==> config.mk <==
export PLATFORM = sky130hd
export DESIGN_NAME = sensor_ring_calibrate_threshold_unit
export DESIGN_NICKNAME = d
export VERILOG_FILES = /design/src/rtl/core/srct_pkg.sv /design/src/rtl/core/srct_lane.sv /design/src/rtl/core/srct_merge.sv /design/src/rtl/core/sensor_ring_calibrate_threshold_unit.sv
export SDC_FILE = /design/constraint.sdc
export NUM_CORES = 2
export LEC_CHECK = 0
export BUFFER_PORTS_ARGS = -buffer_cell sky130_fd_sc_hd__buf_2
export CORE_ASPECT_RATIO = 0.9
export CORE_MARGIN = 4
export CORE_UTILIZATION = 66
export CTS_BUF_LIST = sky130_fd_sc_hd__clkbuf_8
export DETAILED_ROUTE_END_ITERATION = 12
export PLACE_DENSITY = 0.83
export SYNTH_ARGS = -nofsm -noshare
export SYNTH_HDL_FRONTEND = slang
export SYNTH_SLANG_ARGS = --single-unit
==> constraint.sdc <==
create_clock -name clock -period 17.9 [get_ports clock]
set_input_delay 5.37 -clock clock [delete_from_list [all_inputs] [get_ports clock]]
set_output_delay 5.37 -clock clock [all_outputs]
set_load 0.01 [all_outputs]
==> src/rtl/core/srct_pkg.sv <==
// Shared types, opcodes and the blend factor table of the sensor ring threshold unit.
package srct_pkg;

   localparam int OPCODE_W  = 2;
   localparam int CHANNEL_W = 4;
   localparam int READING_W = 10;
   localparam int COUNT_W   = 6;
   localparam int THRESH_W  = 10;
   localparam int BLEND_W   = 7;

   localparam logic [OPCODE_W-1:0] OP_CALIBRATE    = 2'd0;
   localparam logic [OPCODE_W-1:0] OP_DETECT       = 2'd1;
   localparam logic [OPCODE_W-1:0] OP_CLEAR_LATCH  = 2'd2;
   localparam logic [OPCODE_W-1:0] OP_CLEAR_THRESH = 2'd3;

   localparam logic [BLEND_W-1:0] BLEND_RESET = 7'd27;
   localparam int BLEND_MAX      = 100;
   localparam int BLEND_ENTRIES  = 1 << BLEND_W;
   localparam int FACTOR_TABLE_W = 32;

   typedef logic [FACTOR_TABLE_W-1:0] factor_table_type [BLEND_ENTRIES];

   // Control of the second stage, shared by both lanes and the merge stage.
   typedef struct packed {
      logic                fire;
      logic [OPCODE_W-1:0] op;
      logic                in_range;
      logic                first;
      logic                last;
   } stage_ctl_type;

   // What one lane reports for the item in its second stage.
   typedef struct packed {
      logic                active;
      logic                latched;
      logic [THRESH_W-1:0] threshold;
   } lane_status_type;

   // Entry b holds ceil(min(b, 100) * 2^shift / 100), so that
   // floor(span * b / 100) == (span * entry) >> shift for every span below 2^(shift-7).
   function automatic factor_table_type build_blend_table(input int shift);
      factor_table_type tbl;
      longint           num;
      int               b;
      for (int i = 0; i < BLEND_ENTRIES; i++) begin
         b      = (i > BLEND_MAX) ? BLEND_MAX : i;
         num    = (longint'(b) << shift) + longint'(BLEND_MAX - 1);
         tbl[i] = FACTOR_TABLE_W'(num / BLEND_MAX);
      end
      return tbl;
   endfunction

endpackage

==> src/rtl/core/srct_lane.sv <==
// One lane: minimum, maximum, threshold and latch store for half of the ring.
module srct_lane #(
   parameter int HALF        = 16,
   parameter int SAMPLE_BITS = 10,
   parameter int IDX_W       = 4,
   parameter int FACT_W      = 18
) (
   input  logic                         clock,
   input  logic                         reset,
   input  logic                         take,
   input  logic [srct_pkg::OPCODE_W-1:0] take_op,
   input  logic                         take_in_range,
   input  logic [IDX_W-1:0]             take_index,
   input  logic [SAMPLE_BITS-1:0]       take_sample,
   input  logic [FACT_W-1:0]            factor,
   input  srct_pkg::stage_ctl_type      ctl,
   output srct_pkg::lane_status_type    status
);
   import srct_pkg::*;

   localparam int SHIFT  = SAMPLE_BITS + 7;
   localparam int PROD_W = SAMPLE_BITS + FACT_W;
   localparam logic [SAMPLE_BITS-1:0] FULL_SCALE = '1;

   logic [SAMPLE_BITS-1:0] min_ff [HALF];
   logic [SAMPLE_BITS-1:0] max_ff [HALF];
   logic [SAMPLE_BITS-1:0] thr_ff [HALF];
   logic [HALF-1:0]        latch_ff;

   logic [SAMPLE_BITS-1:0] cur_min, cur_max, min_in, max_in, span;
   logic [PROD_W-1:0]      prod_in;
   logic                   cal_take;

   logic [IDX_W-1:0]       idx_ff;
   logic [SAMPLE_BITS-1:0] sample_ff, low_ff;
   logic [PROD_W-1:0]      prod_ff;

   logic [SAMPLE_BITS-1:0] th_cur, th_cal, th_after;
   logic                   hit, is_detect;

   // First stage: the new minimum and maximum are stored at once, the span is scaled.
   assign cur_min  = min_ff[take_index];
   assign cur_max  = max_ff[take_index];
   assign min_in   = (take_sample < cur_min) ? take_sample : cur_min;
   assign max_in   = (take_sample > cur_max) ? take_sample : cur_max;
   assign span     = (max_in >= min_in) ? (max_in - min_in) : '0;
   assign prod_in  = PROD_W'(span) * PROD_W'(factor);
   assign cal_take = take && take_in_range && (take_op == OP_CALIBRATE);

   always_ff @(posedge clock) begin
      if (reset) begin
         for (int i = 0; i < HALF; i++) begin
            min_ff[i] <= FULL_SCALE;
            max_ff[i] <= '0;
         end
      end else if (cal_take) begin
         min_ff[take_index] <= min_in;
         max_ff[take_index] <= max_in;
      end
   end

   always_ff @(posedge clock) begin
      if (take) begin
         idx_ff    <= take_index;
         sample_ff <= take_sample;
         low_ff    <= min_in;
         prod_ff   <= prod_in;
      end
   end

   // Second stage: threshold update, comparison and latches.
   assign th_cur    = thr_ff[idx_ff];
   assign th_cal    = low_ff + SAMPLE_BITS'(prod_ff >> SHIFT);
   assign hit       = sample_ff > th_cur;
   assign is_detect = ctl.in_range && (ctl.op == OP_DETECT);

   always_comb begin
      unique case (ctl.op)
         OP_CALIBRATE:    th_after = th_cal;
         OP_CLEAR_THRESH: th_after = '0;
         OP_DETECT,
         OP_CLEAR_LATCH:  th_after = th_cur;
      endcase
   end

   assign status.active    = is_detect && hit;
   assign status.latched   = is_detect && (latch_ff[idx_ff] || hit);
   assign status.threshold = ctl.in_range ? THRESH_W'(th_after) : '0;

   always_ff @(posedge clock) begin
      if (reset) begin
         for (int i = 0; i < HALF; i++) begin
            thr_ff[i] <= '0;
         end
         latch_ff <= '0;
      end else if (ctl.fire && ctl.in_range) begin
         unique case (ctl.op)
            OP_CALIBRATE: begin
               thr_ff[idx_ff] <= th_cal;
            end
            OP_DETECT: begin
               if (hit) begin
                  latch_ff[idx_ff] <= 1'b1;
               end
            end
            OP_CLEAR_LATCH: begin
               latch_ff <= '0;
            end
            OP_CLEAR_THRESH: begin
               for (int i = 0; i < HALF; i++) begin
                  thr_ff[i] <= '0;
               end
            end
         endcase
      end
   end

endmodule

==> src/rtl/core/srct_merge.sv <==
// Merge stage: frame counters from both lanes and the result register.
module srct_merge (
   input  logic                           clock,
   input  logic                           reset,
   input  srct_pkg::stage_ctl_type        ctl,
   input  srct_pkg::lane_status_type      status_low,
   input  srct_pkg::lane_status_type      status_high,
   input  logic                           rsp_ready,
   output logic                           rsp_valid,
   output logic                           rsp_active_low,
   output logic                           rsp_active_high,
   output logic [srct_pkg::COUNT_W-1:0]   rsp_active_count,
   output logic [srct_pkg::COUNT_W-1:0]   rsp_latched_count,
   output logic                           rsp_boundary_seen,
   output logic                           rsp_frame_done,
   output logic [srct_pkg::THRESH_W-1:0]  rsp_threshold_low,
   output logic [srct_pkg::THRESH_W-1:0]  rsp_threshold_high
);
   import srct_pkg::*;

   logic [COUNT_W-1:0]  active_ff, latched_ff, active_in, latched_in;
   logic [COUNT_W-1:0]  base_active, base_latched;
   logic [COUNT_W:0]    sum_active, sum_latched;
   logic                is_detect, frame_start, clear_latch;

   logic                out_valid_ff;
   logic                act_low_ff, act_high_ff, boundary_ff, done_ff;
   logic [COUNT_W-1:0]  out_active_ff, out_latched_ff;
   logic [THRESH_W-1:0] th_low_ff, th_high_ff;

   assign is_detect   = ctl.in_range && (ctl.op == OP_DETECT);
   assign frame_start = is_detect && ctl.first;
   assign clear_latch = ctl.in_range && (ctl.op == OP_CLEAR_LATCH);

   assign base_active  = frame_start ? '0 : active_ff;
   assign base_latched = (frame_start || clear_latch) ? '0 : latched_ff;

   // At most two sensors add per item, so the carry bit alone marks saturation.
   assign sum_active  = {1'b0, base_active} + (COUNT_W+1)'(status_low.active)
                      + (COUNT_W+1)'(status_high.active);
   assign sum_latched = {1'b0, base_latched} + (COUNT_W+1)'(status_low.latched)
                      + (COUNT_W+1)'(status_high.latched);
   assign active_in   = sum_active[COUNT_W] ? '1 : sum_active[COUNT_W-1:0];
   assign latched_in  = sum_latched[COUNT_W] ? '1 : sum_latched[COUNT_W-1:0];

   always_ff @(posedge clock) begin
      if (reset) begin
         active_ff    <= '0;
         latched_ff   <= '0;
         out_valid_ff <= 1'b0;
      end else begin
         if (ctl.fire) begin
            active_ff  <= active_in;
            latched_ff <= latched_in;
         end
         out_valid_ff <= ctl.fire || (out_valid_ff && !rsp_ready);
      end
   end

   always_ff @(posedge clock) begin
      if (ctl.fire) begin
         act_low_ff     <= status_low.active;
         act_high_ff    <= status_high.active;
         out_active_ff  <= active_in;
         out_latched_ff <= latched_in;
         boundary_ff    <= active_in != '0;
         done_ff        <= is_detect && ctl.last;
         th_low_ff      <= status_low.threshold;
         th_high_ff     <= status_high.threshold;
      end
   end

   assign rsp_valid          = out_valid_ff;
   assign rsp_active_low     = act_low_ff;
   assign rsp_active_high    = act_high_ff;
   assign rsp_active_count   = out_active_ff;
   assign rsp_latched_count  = out_latched_ff;
   assign rsp_boundary_seen  = boundary_ff;
   assign rsp_frame_done     = done_ff;
   assign rsp_threshold_low  = th_low_ff;
   assign rsp_threshold_high = th_high_ff;

endmodule

==> src/rtl/core/sensor_ring_calibrate_threshold_unit.sv <==
// Top level of the sensor ring calibration and threshold unit.
//
//   Channel   Direction  Handshake             Carries
//   req_      in         req_valid/req_ready   opcode, channel, two readings
//   rsp_      out        rsp_valid/rsp_ready   actives, frame counts, thresholds
//   csr_      in         csr_valid/csr_ready   blend percent
//
// The unit takes one item per clock while req_ready is high. A result moves from the
// stage registers into the result register when the second stage fires, and leaves it
// on a transfer with rsp_ready; the first stage is the span multiplier in each lane,
// the second the threshold update and the count merge into the result register.
// Reset leaves every store at its start value; no clearing pass.
// A stalled result holds the second stage, and input transfers pause only while
// both the second stage and the result register are full.
module sensor_ring_calibrate_threshold_unit #(
   parameter int SENSORS     = 32,
   parameter int SAMPLE_BITS = 10
) (
   input  logic                            clock,
   input  logic                            reset,
   input  logic                            req_valid,
   output logic                            req_ready,
   input  logic [srct_pkg::OPCODE_W-1:0]   req_opcode,
   input  logic [srct_pkg::CHANNEL_W-1:0]  req_channel,
   input  logic [srct_pkg::READING_W-1:0]  req_reading_low,
   input  logic [srct_pkg::READING_W-1:0]  req_reading_high,
   output logic                            rsp_valid,
   input  logic                            rsp_ready,
   output logic                            rsp_active_low,
   output logic                            rsp_active_high,
   output logic [srct_pkg::COUNT_W-1:0]    rsp_active_count,
   output logic [srct_pkg::COUNT_W-1:0]    rsp_latched_count,
   output logic                            rsp_boundary_seen,
   output logic                            rsp_frame_done,
   output logic [srct_pkg::THRESH_W-1:0]   rsp_threshold_low,
   output logic [srct_pkg::THRESH_W-1:0]   rsp_threshold_high,
   input  logic                            csr_valid,
   output logic                            csr_ready,
   input  logic [srct_pkg::BLEND_W-1:0]    csr_blend_percent
);
   import srct_pkg::*;

   // Each lane owns half of the ring; the multiplexer channel indexes both.
   localparam int HALF   = SENSORS / 2;
   localparam int IDX_W  = (HALF > 1) ? $clog2(HALF) : 1;
   // The factor carries seven fraction bits beyond the sample width, which keeps
   // the scaled span exact for every blend from 0 to 100.
   localparam int FACT_W = SAMPLE_BITS + 8;
   localparam factor_table_type BLEND_TABLE = build_blend_table(SAMPLE_BITS + 7);

   logic [FACT_W-1:0] factor_ff;

   logic              accept, s1_move, fire;
   logic              take_in_range, take_first, take_last;
   logic [IDX_W-1:0]  take_index;
   logic              s1_valid_ff, s1_in_range_ff, s1_first_ff, s1_last_ff;
   logic [OPCODE_W-1:0] s1_op_ff;

   stage_ctl_type     ctl;
   lane_status_type   status_low, status_high;

   // The blend percent is kept only as its precomputed factor; blends above 100
   // share the factor of 100.
   assign csr_ready = 1'b1;

   always_ff @(posedge clock) begin
      if (reset) begin
         factor_ff <= BLEND_TABLE[BLEND_RESET][FACT_W-1:0];
      end else if (csr_valid && csr_ready) begin
         factor_ff <= BLEND_TABLE[csr_blend_percent][FACT_W-1:0];
      end
   end

   // Channels beyond the ring leave all state alone and report zero thresholds.
   assign take_in_range = 32'(req_channel) < 32'(HALF);
   assign take_first    = req_channel == '0;
   assign take_last     = 32'(req_channel) == 32'(HALF - 1);
   assign take_index    = IDX_W'(req_channel);

   // The second stage moves on whenever the result register is free or drained.
   assign s1_move   = !rsp_valid || rsp_ready;
   assign fire      = s1_valid_ff && s1_move;
   assign req_ready = !s1_valid_ff || s1_move;
   assign accept    = req_valid && req_ready;

   always_ff @(posedge clock) begin
      if (reset) begin
         s1_valid_ff <= 1'b0;
      end else begin
         s1_valid_ff <= accept || (s1_valid_ff && !s1_move);
      end
   end

   always_ff @(posedge clock) begin
      if (accept) begin
         s1_op_ff       <= req_opcode;
         s1_in_range_ff <= take_in_range;
         s1_first_ff    <= take_first;
         s1_last_ff     <= take_last;
      end
   end

   assign ctl.fire     = fire;
   assign ctl.op       = s1_op_ff;
   assign ctl.in_range = s1_in_range_ff;
   assign ctl.first    = s1_first_ff;
   assign ctl.last     = s1_last_ff;

   srct_lane #(
      .HALF        (HALF),
      .SAMPLE_BITS (SAMPLE_BITS),
      .IDX_W       (IDX_W),
      .FACT_W      (FACT_W)
   ) u_lane_low (
      .clock         (clock),
      .reset         (reset),
      .take          (accept),
      .take_op       (req_opcode),
      .take_in_range (take_in_range),
      .take_index    (take_index),
      .take_sample   (SAMPLE_BITS'(req_reading_low)),
      .factor        (factor_ff),
      .ctl           (ctl),
      .status        (status_low)
   );

   srct_lane #(
      .HALF        (HALF),
      .SAMPLE_BITS (SAMPLE_BITS),
      .IDX_W       (IDX_W),
      .FACT_W      (FACT_W)
   ) u_lane_high (
      .clock         (clock),
      .reset         (reset),
      .take          (accept),
      .take_op       (req_opcode),
      .take_in_range (take_in_range),
      .take_index    (take_index),
      .take_sample   (SAMPLE_BITS'(req_reading_high)),
      .factor        (factor_ff),
      .ctl           (ctl),
      .status        (status_high)
   );

   // The merge stage folds both lanes into the frame counts and the result.
   srct_merge u_merge (
      .clock              (clock),
      .reset              (reset),
      .ctl                (ctl),
      .status_low         (status_low),
      .status_high        (status_high),
      .rsp_ready          (rsp_ready),
      .rsp_valid          (rsp_valid),
      .rsp_active_low     (rsp_active_low),
      .rsp_active_high    (rsp_active_high),
      .rsp_active_count   (rsp_active_count),
      .rsp_latched_count  (rsp_latched_count),
      .rsp_boundary_seen  (rsp_boundary_seen),
      .rsp_frame_done     (rsp_frame_done),
      .rsp_threshold_low  (rsp_threshold_low),
      .rsp_threshold_high (rsp_threshold_high)
   );

endmodule

# Word-level counts from Yosys, hierarchy flattened

Memory sizes are Yosys's and may differ from the RTL's. A register that Yosys moved wholly into a read port is not among the register bits.
Cells that the tools add are included.

Bitwise gates (word level): 35
Equal/unequal tests: 6
Add/sub/neg operators: 8
Magnitude comparators: 10
Multipliers: 2
Mux-type cells: 87
Reduce and logical (&&, ||, !) cells: 37

Operators with widths:

| kind              | count |
|---|---|
| $mux 10           | 44 |
| $pmux 16 s2       | 2 |
| $pmux 10 s3       | 2 |
| $reduce_or 10->1  | 6 |
| $mul 10x18->27    | 2 |
| $gt 10x10->1      | 4 |
| $mux 16           | 2 |
| $mux 4            | 8 |
| $or 1x1->1        | 32 |
| $or 16x16->16     | 2 |
| $mux 6            | 4 |
| $mux 1            | 22 |
| $add 10x10->10    | 2 |
| $ge 10x10->1      | 2 |
| $lt 10x10->1      | 2 |
| $sub 10x10->10    | 2 |
| $add 6x1->7       | 2 |
| $add 7x1->7       | 2 |
| $logic_and 1x1->1 | 12 |
| $bmux 1 s4        | 2 |
| $not 7->8         | 1 |
| $logic_or 1x1->1  | 7 |
| $reduce_and 3->1  | 2 |
| $reduce_bool 6->1 | 1 |
| other kinds (13)  | 18 |

Bits of input ports: 38
Memories: 7
Flip-flop bits (word level): 184
Memory bits (writable): 960
Bits in read-only memories: 4096
Output and inout port bits: 39
Word-level logic and storage cells: 216

Memories:

| name               | depth | width | rd ports | clocked after memory_dff | wr ports | line                                       | RTL |
|---|---|---|---|---|---|---|---|
| (name not given)   | 128   | 32    | 1        | 1                        | 0        | sensor_ring_calibrate_threshold_unit.sv:70 | `factor_ff <= BLEND_TABLE[csr_blend_percent][FACT_W-1:0];` |
| u_lane_high.max_ff | 16    | 10    | 1        | 0                        | 16       | srct_lane.sv:26                            | `logic [SAMPLE_BITS-1:0] max_ff [HALF];` |
| u_lane_high.min_ff | 16    | 10    | 1        | 0                        | 16       | srct_lane.sv:25                            | `logic [SAMPLE_BITS-1:0] min_ff [HALF];` |
| u_lane_high.thr_ff | 16    | 10    | 1        | 1                        | 16       | srct_lane.sv:27                            | `logic [SAMPLE_BITS-1:0] thr_ff [HALF];` |
| u_lane_low.max_ff  | 16    | 10    | 1        | 0                        | 16       | srct_lane.sv:26                            |  |
| u_lane_low.min_ff  | 16    | 10    | 1        | 0                        | 16       | srct_lane.sv:25                            |  |
| +1 memories        | n/a   | n/a   | n/a      | n/a                      | n/a      | n/a                                        |  |

# Depth between registers and ports, before layout

Depth after elaboration: 10
Mapped depth: 49
Depth with buffers taken out: 41

# By module

Synthesis repeated with hierarchy kept, for this count alone.

Cell total of the unflattened synthesis: 5363
Area total of the unflattened synthesis: 64998.6 µm²

By module, submodules not included:

| module                               | seq. area each (µm²) | times used | area each (µm²) | cells an instance |
|---|---|---|---|---|
| srct_lane (u_lane_low)               | 15835.2              | 1          | 30241.5         | 2444 |
| srct_lane (u_lane_high)              | 15835.2              | 1          | 29696.0         | 2358 |
| sensor_ring_calibrate_threshold_unit | 480.5                | 1          | 3052.9          | 406 |
| srct_merge                           | 1341.3               | 1          | 2008.2          | 155 |

# Least setup slack after synthesis

Ideal clock, no wire load.

Path type: in2reg
From: input req_channel[0] (netlist bit)
To: register u_lane_low.prod_ff[26] (data pin)
Library setup time: 0.263 ns
Setup slack: 0.916 ns
Path buffers: 9
Arrival time: 16.721 ns
Stages on the path: 45
Required time: 17.637 ns
Path through: buf_6 -> buf_6 -> buf_2 -> buf_2 -> buf_1 -> mux4_2 -> mux4_2 -> inv_1 -> ha_1 -> a211oi_1 -> nor2_1 -> a2111oi_0 -> nor2_1 -> clkbuf_1 -> a21oi_1 -> clkbuf_1 -> inv_1 -> ha_1 -> (+9 left out) -> inv_1 -> fa_1 -> fa_1 -> fa_1 -> inv_1 -> fa_1 -> inv_1 -> ha_1 -> nand3_1 -> nor3_1 -> and4_1 -> o221ai_1 -> o211a_1 -> o2111a_1 -> o31ai_1 -> a21o_1 -> a21oi_1 -> xnor2_1

Word-level cells in the longest chain between the ends: 6
Elaborated cells between the ends (all ways): 10
Those cells by class: 1 x add/sub; 1 x mul; 3 x order compare; 3 x mux; 2 x memory

RTL lines:

| element                                        | line                                       | RTL |
|---|---|---|
| start: declaration                             | sensor_ring_calibrate_threshold_unit.sv:24 | `input logic [srct_pkg::CHANNEL_W-1:0] req_channel,` |
| $mem_v2 16x10 (*)                              | n/a                                        |  |
| $gt 10x10->1                                   | srct_lane.sv:45                            | `assign max_in = (take_sample > cur_max) ? take_sample : cur_max;` |
| $mux 10 (*)                                    | srct_lane.sv:45                            |  |
| named net u_lane_low.max_in[6]                 | srct_lane.sv:30                            | `logic [SAMPLE_BITS-1:0] cur_min, cur_max, min_in, max_in, span;` |
| $sub 10x10->10 or $ge 10x10->1 (tied branches) | srct_lane.sv:46                            | `assign span = (max_in >= min_in) ? (max_in - min_in) : '0;` |
| $mux 10 (*)                                    | srct_lane.sv:46                            |  |
| $mul 10x18->27 (*)                             | srct_lane.sv:47                            | `assign prod_in = PROD_W'(span) * PROD_W'(factor);` |
| named net u_lane_low.prod_in[26]               | srct_lane.sv:31                            | `logic [PROD_W-1:0] prod_in;` |
| end signal: assignment                         | srct_lane.sv:67                            | `prod_ff <= prod_in;` |
| end: declaration                               | srct_lane.sv:36                            | `logic [PROD_W-1:0] prod_ff;` |

Mark *: on every way through the listed nets, which the timed path passes. The rest lies on a longest branch.
A chain may end at the register's enable or synchronous reset.

# Worst setup path in the final report

From: input req_channel[0] (netlist bit)
To: register u_lane_low.prod_ff[26] (data pin)

Word-level cells in the longest chain between the ends: 6
Elaborated cells between the ends (all ways): 10
Those cells by class: 1 x add/sub; 1 x mul; 3 x order compare; 3 x mux; 2 x memory

RTL lines:

| element                                        | line |
|---|---|
| $mem_v2 16x10 (on tied branches)               | n/a |
| $gt 10x10->1 or $lt 10x10->1 (tied branches)   | srct_lane.sv:45, srct_lane.sv:44 |
| $mux 10 (on tied branches)                     | srct_lane.sv:45, srct_lane.sv:44 |
| $sub 10x10->10 or $ge 10x10->1 (tied branches) | srct_lane.sv:46 |
| $mux 10 (*)                                    | srct_lane.sv:46 |
| $mul 10x18->27 (*)                             | srct_lane.sv:47 |
| named net u_lane_low.prod_in[26]               | srct_lane.sv:31 |

Marks and branches as above.

==> flow_summary.json <==
{
  "status": "finished, final reports clean",
  "die_area_mm2": 0.100,
  "max_freq_ghz": 0.0609,
  "grt_max_degree": 78,
  "clk_pin_slew_ns": 0.05,
  "worst_hold_path_type": "reg2reg",
  "peakVddDrop_uv": 87.0,
  "overflow": 0,
  "synth_area_mm2": 0.0629,
  "grt_use_met1": 0.489,
  "grt_setup_unrepaired": "no",
  "busiest_layer": "met2",
  "met2_usage": 0.539,
  "postSynthCellCount": 5082,
  "ys_seq_area_frac": 0.530,
  "port_buffers": 75,
  "tns_ns": 0,
  "design.core.area_mm2": 0.0945,
  "dpl.hpwl_mm": 118,
  "antenna_found_initial": 8,
  "finalNetCount": 5705,
  "post_cts.repair.setup_buffers": 0,
  "row_count": 107,
  "regArea_mm2": 0.0333,
  "finClkSkew_ns": 0.0950,
  "cts_made_buffers": 174,
  "required_ns": 18.44,
  "power_density_mw_per_mm2": 116,
  "wire_per_inst_um": 27.8,
  "n_fill_cell": 5964,
  "final_cell_area_mm2": 0.0682,
  "crit_arrival_ns": 16.97,
  "ios": 77,
  "synth_ff_type": "edfxtp_1",
  "path_class": "in2reg",
  "final_cells": 6565,
  "cp_max_fo": 45,
  "drc": 0,
  "detail-route-antenna-nets": 0,
  "htreeDepth": 4,
  "worstMarginPinSlew_ns": 1.31,
  "multi_input_comb_area_mm2": 0.0268,
  "synth_seq_cells": 1131,
  "worstSkewPairLatency_ns": 0.89,
  "cp-end-kind": "flop",
  "initial_core_util": 0.665,
  "avgViaCountPerCell": 6.71,
  "final_hold_viol_count": 0,
  "r2r_slack_ns": 6.38,
  "slew_viol_final": 0,
  "final_common_cell": "edfxtp_1",
  "slew_headroom": 0.126,
  "cts_sinks": 1131,
  "drtPass1Iterations": 8,
  "crit_slowest_cell": "mux2i_1",
  "drt-total-wl_mm": 182,
  "synth_edf_count": 1064,
  "grt_pass1_vias": 44200,
  "use_met3": 0.132,
  "cts_root_buf": "clkbuf_8",
  "yosys_warnings": 0,
  "num_vias": 44000,
  "postCtsHoldBufs": 0,
  "postSynth.asyncResetShare": 0,
  "grt_util_all_layers": 0.367,
  "ctsResizeCount": 0,
  "cp_common_cell": "fa_1",
  "post-route-period-util": 0.918,
  "slowest_delay_ns": 0.84,
  "area_growth_pct": 8.58,
  "die_h_um": 301,
  "first_iter_violations": 7444,
  "ys_types": 78,
  "p_leak_nw": 26.3,
  "setup-violations-final": 0,
  "placed_cells": 6250,
  "clock_path_buffers": 3,
  "start_kind": "input pin",
  "min_path_cells": 2,
  "dieWidth_um": 333,
  "maxCapViolCount": 0,
  "gp_congestion": 0.954,
  "syn_avg_cell_area_um2": 12.4,
  "drive_above_1_share": 0.164,
  "synth_fp_nets": 5614,
  "postPlaceCellArea_mm2": 0.0650,
  "layout_common_cells": "1064 x edfxtp_1, 848 x nor2_1, 639 x nand2_1",
  "period_needed_ns": 16.43,
  "cts_tree": "yes",
  "grt_pass1_wl_mm": 273,
  "ff2ff_path_depth": 42
}
[layer usage]
metal | share of wire | wire [um] | vias up
met3 | 0.17 | 30100 | 816
li1 | - | - | 18000
met1 | 0.33 | 60300 | 21300
met2 | 0.44 | 80300 | 3942
met5 | 0.00029 | 52 | -
met4 | 0.063 | 11500 | 8
[Yosys cell counts, types with 15 or more instances]
cell	instances	area, um^2
edfxtp_1	1064	32000
nor2_1	863	3240
nand2_1	639	2400
inv_1	394	1480
mux4_2	308	6940
clkbuf_1	268	1010
fa_1	254	5080
ha_1	240	3000
a21oi_1	148	741
and2_1	117	732
o21ai_0	93	465
dfxtp_1	67	1340
nand2b_1	44	275
buf_1	42	158
mux2i_1	40	400
nor3_1	38	190
xnor2_1	38	333
nand3_1	37	185
a21o_1	32	240
a211oi_1	29	218
buf_2	26	130
xor2_1	23	201
and3_1	22	138
nor2b_1	18	113
o211ai_1	18	135
a31oi_1	15	93.8
nand4_1	15	93.8
o21bai_1	15	113
[metrics by stage]
| stage | worst slack [ns] | total power [mW] | hold WS, ns | utilization |
|---|---|---|---|---|
| CTS | 1.77 | 7.85 | 0.465 | 0.722 |
| detailed placement | 0.956 | 5.84 | 0.451 | 0.688 |
| finish | 1.47 | 7.90 | 0.466 | 0.722 |
| global route | 0.890 | 8.34 | 0.487 | 0.722 |
| floorplan | 0.916 | 4.95 | 0.431 | - |
| global placement | 1.34 | 5.73 | 0.443 | 0.688 |
[power breakdown]
group          switching, mW  total, mW  internal, mW
Clock                   1.04       2.04         0.999
Sequential            0.0636       3.08          3.01
Combinational           1.79       2.78         0.991
[critical path: cells and delay by family]
family / cells / cell delay (ns)
adders and majority gates: 8 / 3.34
buffers and inverters: 6 / 1.39
xor gates and xnor gates: 1 / 0.14
muxes: 3 / 1.95
AOI/OAI and AO/OA: 9 / 2.81
and+or+nand+nor: 10 / 1.84
[flip-flops by register name (all words and copies together) (netlist names), 16 cells and up, named ones only]
signal / count
u_lane_low.latch_ff: 16
u_lane_high.min_ff: 160
u_lane_low.max_ff: 160
u_lane_low.thr_ff: 160
u_lane_high.latch_ff: 16
u_lane_high.max_ff: 160
u_lane_low.min_ff: 160
factor_ff: 17
u_lane_high.thr_ff: 160
[cell families after synthesis]
| kind of cell | synth area share |
|---|---|
| muxes | 0.118 |
| DFF | 0.530 |
| adders and majority gates | 0.129 |
| buffers and inverters | 0.0455 |
| AOI/OAI and AO/OA | 0.0451 |
| xor gates and xnor gates | 0.00876 |
| and+or+nand+nor | 0.124 |
| other | 0.0000597 |
[path summary, 6_finish.rpt]
| check | startpoint | end |
|---|---|---|
| worst max-delay path | req_channel[0] | u_lane_low.prod_ff[26] |
| worst min-delay path | u_lane_high.latch_ff[3] | u_lane_high.latch_ff[3] |
| worst max register to register | u_lane_high.min_ff[15][1] | u_lane_high.prod_ff[24] |
| worst min register to register | u_lane_high.latch_ff[3] | u_lane_high.latch_ff[3] |
[layout make-up]
type                            instances  share of cell area
Inverter                              401              0.0221
Timing Repair Buffer                  258              0.0265
Tap cell                             1253              0.0230
Clock buffer                          183              0.0369
Sequential cell                      1131               0.488
Clock inverter                        128              0.0104
Antenna cell                            4            0.000147
Multi-Input combinational cell       3207               0.393
Note: power is estimated with default switching activity, not from simulation.
